`config.mk`:
```
export PLATFORM = sky130hd
export DESIGN_NAME = rgb_brightness_retarget
export DESIGN_NICKNAME = d
export VERILOG_FILES = /design/src/rtl/core/rbr_pkg.sv /design/src/rtl/core/rgb_brightness_retarget.sv
export SDC_FILE = /design/constraint.sdc
export NUM_CORES = 2
export LEC_CHECK = 0
export BUFFER_PORTS_ARGS = -buffer_cell sky130_fd_sc_hd__clkbuf_2
export CAP_MARGIN = 15
export CORE_MARGIN = 3
export CORE_UTILIZATION = 55
export CTS_CLUSTER_SIZE = 28
export DETAILED_ROUTE_END_ITERATION = 16
export GPL_TIMING_DRIVEN = 0
export PLACE_DENSITY = 0.71
export SYNTH_ARGS = -nofsm -noshare
export SYNTH_HDL_FRONTEND = slang
export SYNTH_SLANG_ARGS = --single-unit
```
`constraint.sdc`:
```
create_clock -name i_clk -period 5.9 [get_ports i_clk]
set_input_delay 1.18 -clock i_clk [delete_from_list [all_inputs] [get_ports i_clk]]
set_output_delay 1.18 -clock i_clk [all_outputs]
set_load 0.05 [all_outputs]
```
`src/rtl/core/rbr_pkg.sv`:
```
// ============================================================================
// rbr_pkg : shared types and constants for the RGB brightness retarget
// Channel, level and arithmetic widths, plus the fixed scale constants.
// ============================================================================
package rbr_pkg;

    localparam int unsigned CHAN_W  = 8;   // one colour channel
    localparam int unsigned STEP_W  = 8;   // signed brightness step
    localparam int unsigned LEVEL_W = 7;   // level in percent, 1..100
    localparam int unsigned PROD_W  = 15;  // channel * level, below 2^15
    localparam int unsigned DEN_W   = 15;  // 100 * peak, below 2^15
    localparam int unsigned NUM_W   = 23;  // channel * 255 * level, below 2^23
    localparam int unsigned QUO_W   = 8;   // quotient bits, one per divide stage
    localparam int unsigned NCHAN   = 3;

    localparam logic [LEVEL_W-1:0] FULL_LEVEL = 7'd100;
    localparam logic [LEVEL_W-1:0] MIN_LEVEL  = 7'd1;

    typedef logic [CHAN_W-1:0]  t_chan;
    typedef logic [LEVEL_W-1:0] t_level;
    typedef logic [PROD_W-1:0]  t_prod;
    typedef logic [DEN_W-1:0]   t_den;
    typedef logic [NUM_W-1:0]   t_num;
    typedef logic [QUO_W-1:0]   t_quo;

endpackage

```
`src/rtl/core/rgb_brightness_retarget.sv`:
```
// ============================================================================
// rgb_brightness_retarget : HSV value retarget of one 8-bit RGB pixel
// Keeps hue and saturation, sets value to level/100, exact integer result.
// ============================================================================
// Usage
//   Input: drive i_red_in, i_green_in, i_blue_in and i_level_step with start
//   high; the item is taken at any rising edge where start is high and busy
//   is low. busy is high only around reset, so after reset one pixel may be
//   presented every clock.
//   Level: 100 + step, saturated to 1..100, reported on o_level_used.
//   Channels: each c becomes floor(c*255*level / (100*max)), max being the
//   largest input channel; a black pixel gives floor(255*level/100) on all
//   three channels.
//   Output: o_strobe is high for exactly one cycle with the result fields;
//   the receiver cannot hold results off and must take them then.
//   Pipeline: three front stages (clamp/peak, multiply, scale by 255) and one
//   stage per quotient bit of an eight-stage restoring divider lie between
//   the accepting edge and the strobe cycle.
//   Throughput: one pixel per clock while busy is low; every stage carries its own valid bit.
//   Reset: synchronous, active low; all valid bits clear, in-flight items are
//   dropped, and busy is a registered copy of reset, so it lags the release.
// ============================================================================
module rgb_brightness_retarget (
    input  logic                        i_clk,
    input  logic                        i_rst_n,
    input  logic                        start,
    output logic                        busy,
    input  logic [rbr_pkg::CHAN_W-1:0]  i_red_in,
    input  logic [rbr_pkg::CHAN_W-1:0]  i_green_in,
    input  logic [rbr_pkg::CHAN_W-1:0]  i_blue_in,
    input  logic [rbr_pkg::STEP_W-1:0]  i_level_step,
    output logic                        o_strobe,
    output logic [rbr_pkg::CHAN_W-1:0]  o_red_out,
    output logic [rbr_pkg::CHAN_W-1:0]  o_green_out,
    output logic [rbr_pkg::CHAN_W-1:0]  o_blue_out,
    output logic [rbr_pkg::LEVEL_W-1:0] o_level_used
);

    localparam int unsigned QW = rbr_pkg::QUO_W;
    localparam int unsigned NW = rbr_pkg::NUM_W;
    localparam int unsigned NC = rbr_pkg::NCHAN;

    // ------------------------------------------------------------------
    // Busy: high while in reset and for the first cycle after it
    // ------------------------------------------------------------------
    logic r_busy;
    logic accept;

    always_ff @(posedge i_clk) begin
        r_busy <= ~i_rst_n;
    end

    assign busy   = r_busy;
    assign accept = start & ~r_busy;

    // ------------------------------------------------------------------
    // Front end: level clamp and peak search (combinational on the inputs)
    // ------------------------------------------------------------------
    logic signed [rbr_pkg::STEP_W:0] lvl_sum;
    rbr_pkg::t_level                 lvl_clamped;
    rbr_pkg::t_chan                  peak_rg;
    rbr_pkg::t_chan                  peak;
    logic                            is_black;
    rbr_pkg::t_chan                  chan_in [NC];

    assign lvl_sum = $signed({i_level_step[rbr_pkg::STEP_W-1], i_level_step})
                   + $signed({2'b00, rbr_pkg::FULL_LEVEL});

    always_comb begin
        priority if (lvl_sum <= 0) begin
            lvl_clamped = rbr_pkg::MIN_LEVEL;
        end else if (lvl_sum >= $signed({2'b00, rbr_pkg::FULL_LEVEL})) begin
            lvl_clamped = rbr_pkg::FULL_LEVEL;
        end else begin
            lvl_clamped = lvl_sum[rbr_pkg::LEVEL_W-1:0];
        end
    end

    assign peak_rg  = (i_green_in > i_red_in) ? i_green_in : i_red_in;
    assign peak     = (i_blue_in > peak_rg) ? i_blue_in : peak_rg;
    assign is_black = (peak == '0);

    assign chan_in[0] = i_red_in;
    assign chan_in[1] = i_green_in;
    assign chan_in[2] = i_blue_in;

    // ------------------------------------------------------------------
    // Stage 1: registered inputs. A black pixel is replaced by c = max = 1,
    // which gives floor(255*level/100) through the same datapath.
    // ------------------------------------------------------------------
    logic            r_s1_vld;
    rbr_pkg::t_chan  r_s1_chan [NC];
    rbr_pkg::t_chan  r_s1_peak;
    rbr_pkg::t_level r_s1_lvl;

    always_ff @(posedge i_clk) begin
        if (!i_rst_n) begin
            r_s1_vld <= 1'b0;
        end else begin
            r_s1_vld <= accept;
        end
        for (int i = 0; i < NC; i++) begin
            r_s1_chan[i] <= is_black ? rbr_pkg::CHAN_W'(1) : chan_in[i];
        end
        r_s1_peak <= is_black ? rbr_pkg::CHAN_W'(1) : peak;
        r_s1_lvl  <= lvl_clamped;
    end

    // ------------------------------------------------------------------
    // Stage 2: channel * level and divisor 100 * max
    // ------------------------------------------------------------------
    logic            r_s2_vld;
    rbr_pkg::t_prod  r_s2_prod [NC];
    rbr_pkg::t_den   r_s2_den;
    rbr_pkg::t_level r_s2_lvl;

    always_ff @(posedge i_clk) begin
        if (!i_rst_n) begin
            r_s2_vld <= 1'b0;
        end else begin
            r_s2_vld <= r_s1_vld;
        end
        for (int i = 0; i < NC; i++) begin
            r_s2_prod[i] <= rbr_pkg::PROD_W'(r_s1_chan[i])
                          * rbr_pkg::PROD_W'(r_s1_lvl);
        end
        r_s2_den <= rbr_pkg::DEN_W'(r_s1_peak) * rbr_pkg::DEN_W'(rbr_pkg::FULL_LEVEL);
        r_s2_lvl <= r_s1_lvl;
    end

    // ------------------------------------------------------------------
    // Stage 3: numerator = prod * 255 = (prod << 8) - prod.
    // Index 0 of the divider arrays holds this stage.
    // ------------------------------------------------------------------
    logic            r_vld [QW+1];
    rbr_pkg::t_num   r_rem [QW+1][NC];
    rbr_pkg::t_quo   r_quo [QW+1][NC];
    rbr_pkg::t_den   r_den [QW+1];
    rbr_pkg::t_level r_lvl [QW+1];

    always_ff @(posedge i_clk) begin
        if (!i_rst_n) begin
            r_vld[0] <= 1'b0;
        end else begin
            r_vld[0] <= r_s2_vld;
        end
        for (int i = 0; i < NC; i++) begin
            r_rem[0][i] <= (NW'(r_s2_prod[i]) << rbr_pkg::CHAN_W) - NW'(r_s2_prod[i]);
            r_quo[0][i] <= '0;
        end
        r_den[0] <= r_s2_den;
        r_lvl[0] <= r_s2_lvl;
    end

    // ------------------------------------------------------------------
    // Divider: restoring division, one quotient bit per stage, MSB first.
    // The quotient never exceeds 255 because every channel is at most max.
    // ------------------------------------------------------------------
    for (genvar j = 0; j < QW; j++) begin : g_div
        localparam int unsigned SH = QW - 1 - j;

        logic [NW:0]   n_trial [NC];
        logic [NW:0]   dsh;
        rbr_pkg::t_num n_rem   [NC];
        logic          n_bit   [NC];

        assign dsh = {{(NW + 1 - rbr_pkg::DEN_W){1'b0}}, r_den[j]} << SH;

        for (genvar i = 0; i < NC; i++) begin : g_ch
            assign n_trial[i] = {1'b0, r_rem[j][i]} - dsh;
            assign n_bit[i]   = ~n_trial[i][NW];
            assign n_rem[i]   = n_bit[i] ? n_trial[i][NW-1:0] : r_rem[j][i];
        end

        always_ff @(posedge i_clk) begin
            if (!i_rst_n) begin
                r_vld[j+1] <= 1'b0;
            end else begin
                r_vld[j+1] <= r_vld[j];
            end
            for (int i = 0; i < NC; i++) begin
                r_rem[j+1][i] <= n_rem[i];
                r_quo[j+1][i] <= {r_quo[j][i][QW-2:0], n_bit[i]};
            end
            r_den[j+1] <= r_den[j];
            r_lvl[j+1] <= r_lvl[j];
        end
    end

    // ------------------------------------------------------------------
    // Result ports straight from the last divider stage
    // ------------------------------------------------------------------
    assign o_strobe     = r_vld[QW];
    assign o_red_out    = r_quo[QW][0];
    assign o_green_out  = r_quo[QW][1];
    assign o_blue_out   = r_quo[QW][2];
    assign o_level_used = r_lvl[QW];

    // ------------------------------------------------------------------
    // Assertions
    // ------------------------------------------------------------------
    localparam int unsigned LAT = QW + 3;

    a_latency : assert property (@(posedge i_clk) disable iff (!i_rst_n)
        accept |-> ##LAT o_strobe)
        else $error("accepted item did not emerge after the pipeline latency");

    a_no_ghost : assert property (@(posedge i_clk) disable iff (!i_rst_n)
        o_strobe |-> $past(accept, LAT))
        else $error("result strobe without a matching accepted item");

    a_rem_bound : assert property (@(posedge i_clk) disable iff (!i_rst_n)
        o_strobe |-> (NW'(r_den[QW]) > r_rem[QW][0]) && (NW'(r_den[QW]) > r_rem[QW][1])
                  && (NW'(r_den[QW]) > r_rem[QW][2]))
        else $error("divider remainder not below the divisor");

    a_level_range : assert property (@(posedge i_clk) disable iff (!i_rst_n)
        o_strobe |-> (o_level_used >= rbr_pkg::MIN_LEVEL)
                  && (o_level_used <= rbr_pkg::FULL_LEVEL))
        else $error("applied level outside 1..100");

    a_black_grey : assert property (@(posedge i_clk) disable iff (!i_rst_n)
        (accept && i_red_in == '0 && i_green_in == '0 && i_blue_in == '0)
        |-> ##LAT (o_red_out == o_green_out) && (o_green_out == o_blue_out))
        else $error("black pixel did not give equal channels");

endmodule

```
# After elaboration in Yosys (flattened, before gate mapping)
# Memory sizes are Yosys's and may differ from the RTL's.
# Cells that the tools add are included.
dict set report op_classes {
  addsub 28
  n_mul 4
  magnitude_cmp 4
  mux 41
  bitwise_logic 36
  n_reduce_logical 2
}
# operator count
set op_table {}
lappend op_table {{$mux 23} 24}
lappend op_table {{$sub 23x15->24} 3}
lappend op_table {{$sub 23x16->24} 3}
lappend op_table {{$sub 23x17->24} 3}
lappend op_table {{$sub 23x18->24} 3}
lappend op_table {{$sub 23x19->24} 3}
lappend op_table {{$sub 23x20->24} 3}
lappend op_table {{$sub 23x21->24} 3}
lappend op_table {{$sub 23x22->24} 3}
lappend op_table {{$sub 23x15->23} 3}
lappend op_table {{$mul 8x7->15} 3}
lappend op_table {{$mux 8} 5}
lappend op_table {{$not 1->1} 26}
lappend op_table {{$gt 8x8->1} 2}
lappend op_table {{$mul 8x5->13 const B} 1}
lappend op_table {{$mux 1} 11}
lappend op_table {{$add 8x8->9 const B} 1}
lappend op_table {{$ge 9x8->1 const B} 1}
lappend op_table {{$le 9x1->1 const B} 1}
lappend op_table {{$or 1x1->1} 9}
lappend op_table {{$logic_not 8->1} 1}
lappend op_table {{$mux 7} 1}
lappend op_table {{$reduce_or 2->1} 1}
lappend op_table {{$and 1x1->1} 1}
dict set report word_totals {
  ff_bits 38
  ramBits 1113
  input_bits 35
  out_inout_bits 33
  word_cells 130
  mem_count 7
}
# name words width read_ports rd_clocked_by_memory_dff write_ports line_no
set memory_table {}
lappend memory_table {r_rem 9 69 8 0 9 rgb_brightness_retarget.sv:136} ;# rbr_pkg::t_num r_rem [QW+1][NC];
lappend memory_table {r_quo 9 24 9 0 9 rgb_brightness_retarget.sv:137} ;# rbr_pkg::t_quo r_quo [QW+1][NC];
lappend memory_table {r_den 9 15 8 0 9 rgb_brightness_retarget.sv:138} ;# rbr_pkg::t_den r_den [QW+1];
lappend memory_table {r_lvl 9 7 9 0 9 rgb_brightness_retarget.sv:139} ;# rbr_pkg::t_level r_lvl [QW+1];
lappend memory_table {r_s2_prod 3 15 3 0 3 rgb_brightness_retarget.sv:113} ;# rbr_pkg::t_prod r_s2_prod [NC];
lappend memory_table {r_s1_chan 3 8 3 0 3 rgb_brightness_retarget.sv:92} ;# rbr_pkg::t_chan r_s1_chan [NC];
lappend memory_table {{+1 memories} n/a n/a n/a n/a n/a n/a}

# Logic depth before layout (Yosys ltp)
dict set report depth {
  ltp_word 6
  mapped_depth 19
  mapped_depth_nobuf 17
}

# Least setup slack after synthesis
# No wires, ideal clock.
dict set report synth_path {
  path_type {input port to flip-flop}
  start {input port i_red_in[1] in the netlist's numbering}
  end {memory r_s1_chan[0][15] in the netlist's numbering}
  setup_time_ns 0.115
  t_arrival_ns 4.411
  t_required_ns 5.785
  slack_ns 1.374
  stages 18
  n_path_buf 2
  cell_sequence {inv_1 ha_1 nor2b_1 o211a_1 o21a_1 nor2_2 mux2i_1 ha_1 a21o_1 a21o_1 o21ai_0 a21o_1 buf_2 a31oi_1 nor2_1 nand4bb_1 clkbuf_1 and2_1}
}
# item line_no
set synth_rtl {}
lappend synth_rtl {{start, declared} rgb_brightness_retarget.sv:28} ;# input logic [rbr_pkg::CHAN_W-1:0] i_red_in,
lappend synth_rtl {{end, declared} rgb_brightness_retarget.sv:92}

==> results.py <==
metrics = {
    "status": {
        "status": "finished clean",
    },
    "logic_synthesis": {
        "synth_edf_count": 0,
        "ys_warn_count": 0,
        "syn_area_sq_um": 44100,
        "ys_ff_latch": 895,
        "yosys-top-cells-area": "dfxtp_1 (41%), ha_1 (14%), fa_1 (5.0%), xnor2_1 (3.9%), a21oi_1 (3.5%)",
        "seq_area_frac_synth": 0.407,
        "synth_top_area_share": 0.407,
        "ys_types": 82,
        "async_reset_ff_frac": 0,
        "synth.net_count": 5125,
        "avgSynthCellArea_sq_um": 9.79,
        "synth_area_leader_cell": "dfxtp_1",
        "syn_inst": 4502,
        "yosys_most_used_dff": "dfxtp_1",
    },
    "global_route": {
        "first_global_vias": 30724,
        "grt_max_degree": 15,
        "grt_overflow": 0,
        "grt_pass1_wl_um": 154000,
        "grt_antenna_before_repair": 2,
        "grt_use_total": 0.230,
    },
    "die": {
        "num_rows": 103,
        "ios": 68,
        "die_h_um": 289,
        "coreArea_sq_um": 79100,
        "start_util": 0.557,
        "die_w_um": 289,
        "dieArea_sq_um": 83500,
    },
    "sta": {
        "finalCritPeriodShare": 0.847,
        "rsz0062_at_grt": "false",
        "max_freq_mhz": 200,
        "skew_ns": 0.0237,
        "final.setup.tns_ns": 0,
        "slew_viol_final": 0,
        "final-hold-violation-count": 0,
        "relSlewSlack": 0.397,
        "tightest_slew_ns": 0.881,
        "finalSetupViolations": 0,
        "min_period_ns": 5.00,
    },
    "setup_path": {
        "required_ns": 6.45,
        "path_max_fanout": 10,
        "r2r_start": "r_s1_lvl[5]",
        "cp_slowest_cell": "dfxtp_1",
        "worst-path-buf-inv": 4,
        "cp_top_family": "adder cells",
        "path_class": "reg -> reg",
        "cp_slowest_stage_delay_ns": 0.60,
        "cp_cell_sequence": "clkbuf_1 -> nand2_1 -> fa_1 -> fa_1 -> inv_1 -> fa_1 -> inv_1 -> fa_1 -> inv_1 -> ha_1 -> nor2b_1 -> o211ai_1 -> nand2_1 -> a41oi_1 -> nor2b_1 -> xnor2_1",
        "startpoint": "r_s1_lvl[5]",
        "critPathMostFrequentCell": "fa_1",
        "worst_ep_arrival_time_ns": 5.55,
        "startpoint_type": "flop",
        "crit_path_end_kind": "flop",
    },
    "finish": {
        "final_cell_mix": "dfxtp_1 (895), ha_1 (477), inv_1 (341)",
        "fin_area_sq_um": 48900,
        "drive_gt1_frac": 0.0883,
        "nets": 5284,
        "syn_to_final_growth_pct": 11.1,
        "final_common_cell": "dfxtp_1",
    },
    "detailed_routing": {
        "drt_first_pass_iters": 7,
        "drt-initial-drc-count": 1459,
        "wire_per_inst_um": 16.6,
        "wl_um": 96300,
        "routed_via_density": 5.34,
        "drc": 0,
        "vias": 30893,
        "ant_nets": 0,
    },
    "cts": {
        "worstSkewPairLatency_ns": 0.64,
        "cts_made_buffers": 90,
        "clock_path_buffers": 3,
        "postCtsHoldBufs": 0,
        "cts_setup_buffers": 0,
        "clk_pin_slew_ns": 0.06,
        "post_cts_resized": 0,
        "cts_tree": "built",
        "cts_max_level": 3,
        "cts_root_buffer": "clkbuf_16",
        "cts.sinks": 895,
    },
    "job": {
        "maxCapViolations": 0,
    },
    "worst_hold_path": {
        "hold_class": "reg -> reg",
        "min_from": "r_rem[4][3]",
    },
    "place": {
        "placed_cell_area_sq_um": 45700,
        "place_congestion": 0.947,
        "hpwl_um": 77600,
        "io_buffers": 67,
    },
}
kinds of logic (layout without fill, tap and decap cells):
group | Yosys count | after routing | synth area share
simple gates | 1256 | 1256 | 0.143
compound gates | 913 | 913 | 0.132
flops | 895 | 895 | 0.407
fa+ha+maj | 588 | 588 | 0.186
buf+inv | 408 | 638 | 0.0362
xor+xnor | 288 | 288 | 0.0573
mux | 154 | 154 | 0.0392
other cells | 0 | 1 | 0
synthesized netlist by cell type (12+ instances only):
master	number
nand2b_1	59
and3_1	18
a21boi_0	15
nand2_1	242
and2_1	187
nor2b_1	74
clkbuf_1	41
dfxtp_1	895
o21ai_1	12
o211ai_1	22
mux2_2	121
a211oi_1	34
nand4_1	17
nor3_1	125
inv_1	341
xnor2_1	195
a31oi_1	18
nand3_1	64
nor4_1	35
o31a_1	22
nor2_1	330
mux2i_1	26
a21o_1	57
o31ai_1	35
ha_1	477
or2_2	23
o21a_1	86
xor2_1	93
fa_1	111
o21ai_0	185
or3_1	43
buf_2	12
a21oi_1	306
o21bai_1	18
stage by stage:
stage | hold WS (ns) | util | cells | setup slack, ns
floorplan | 0.310 | - | 4502 | 1.37
global placement | 0.310 | 0.578 | 5619 | 0.335
detailed placement | 0.312 | 0.578 | 5619 | 0.410
CTS | 0.315 | 0.618 | 5782 | 0.831
global route | 0.325 | 0.618 | 5782 | 0.674
finish | 0.315 | 0.618 | 5783 | 0.904
area by class of cell:
cell class | instances | area, sq um
diodes | 1 | 2.50
plain buffers | 66 | 312
clock buffers | 122 | 2610
clock inverters | 41 | 627
fillers | 6638 | 30200
inverters | 342 | 1280
multi-input cells | 3199 | 24500
flip-flops and latches | 895 | 17900
well taps | 1050 | 1310
repair buffers | 67 | 335
path summary, 6_finish.rpt:
path         slack (ns)                to  depth (start not counted)
max                0.90  r_s2_prod[0][42]                         16
min                0.31       r_rem[5][3]                          0
max reg2reg        0.90  r_s2_prod[0][42]                         16
min reg2reg        0.31       r_rem[5][3]                          0
sequential cells by signal, indices dropped and copies added (netlist names):
register and flops:
busy 1, r_vld 9, r_s2_vld 1, r_den 104, r_s1_peak 8, r_s2_lvl 7
r_rem 504, r_quo 108, r_s2_prod 45, r_s1_chan 24, r_s2_den 13, r_s1_lvl 7
r_lvl 63, r_s1_vld 1
per-layer routing:
layer | wire length, um | vias up | track usage
met5 | 0 | - | 0
met4 | 5650 | 0 | 0.129
met3 | 2950 | 234 | 0.0259
met2 | 49100 | 573 | 0.437
met1 | 38600 | 14152 | 0.246
li1 | - | 15934 | -
worst reg2reg max path, stage by stage, from the launching register on:
cell	delay, ns
dfxtp_1	0.60
clkbuf_1	0.50
nand2_1	0.16
fa_1	0.53
fa_1	0.55
inv_1	0.05
fa_1	0.54
inv_1	0.06
fa_1	0.53
inv_1	0.04
ha_1	0.34
nor2b_1	0.17
o211ai_1	0.17
nand2_1	0.09
a41oi_1	0.26
nor2b_1	0.19
xnor2_1	0.12
Power is not shown: default switching activity piles up to over one toggle a cycle in this logic, so the estimate is an artifact.
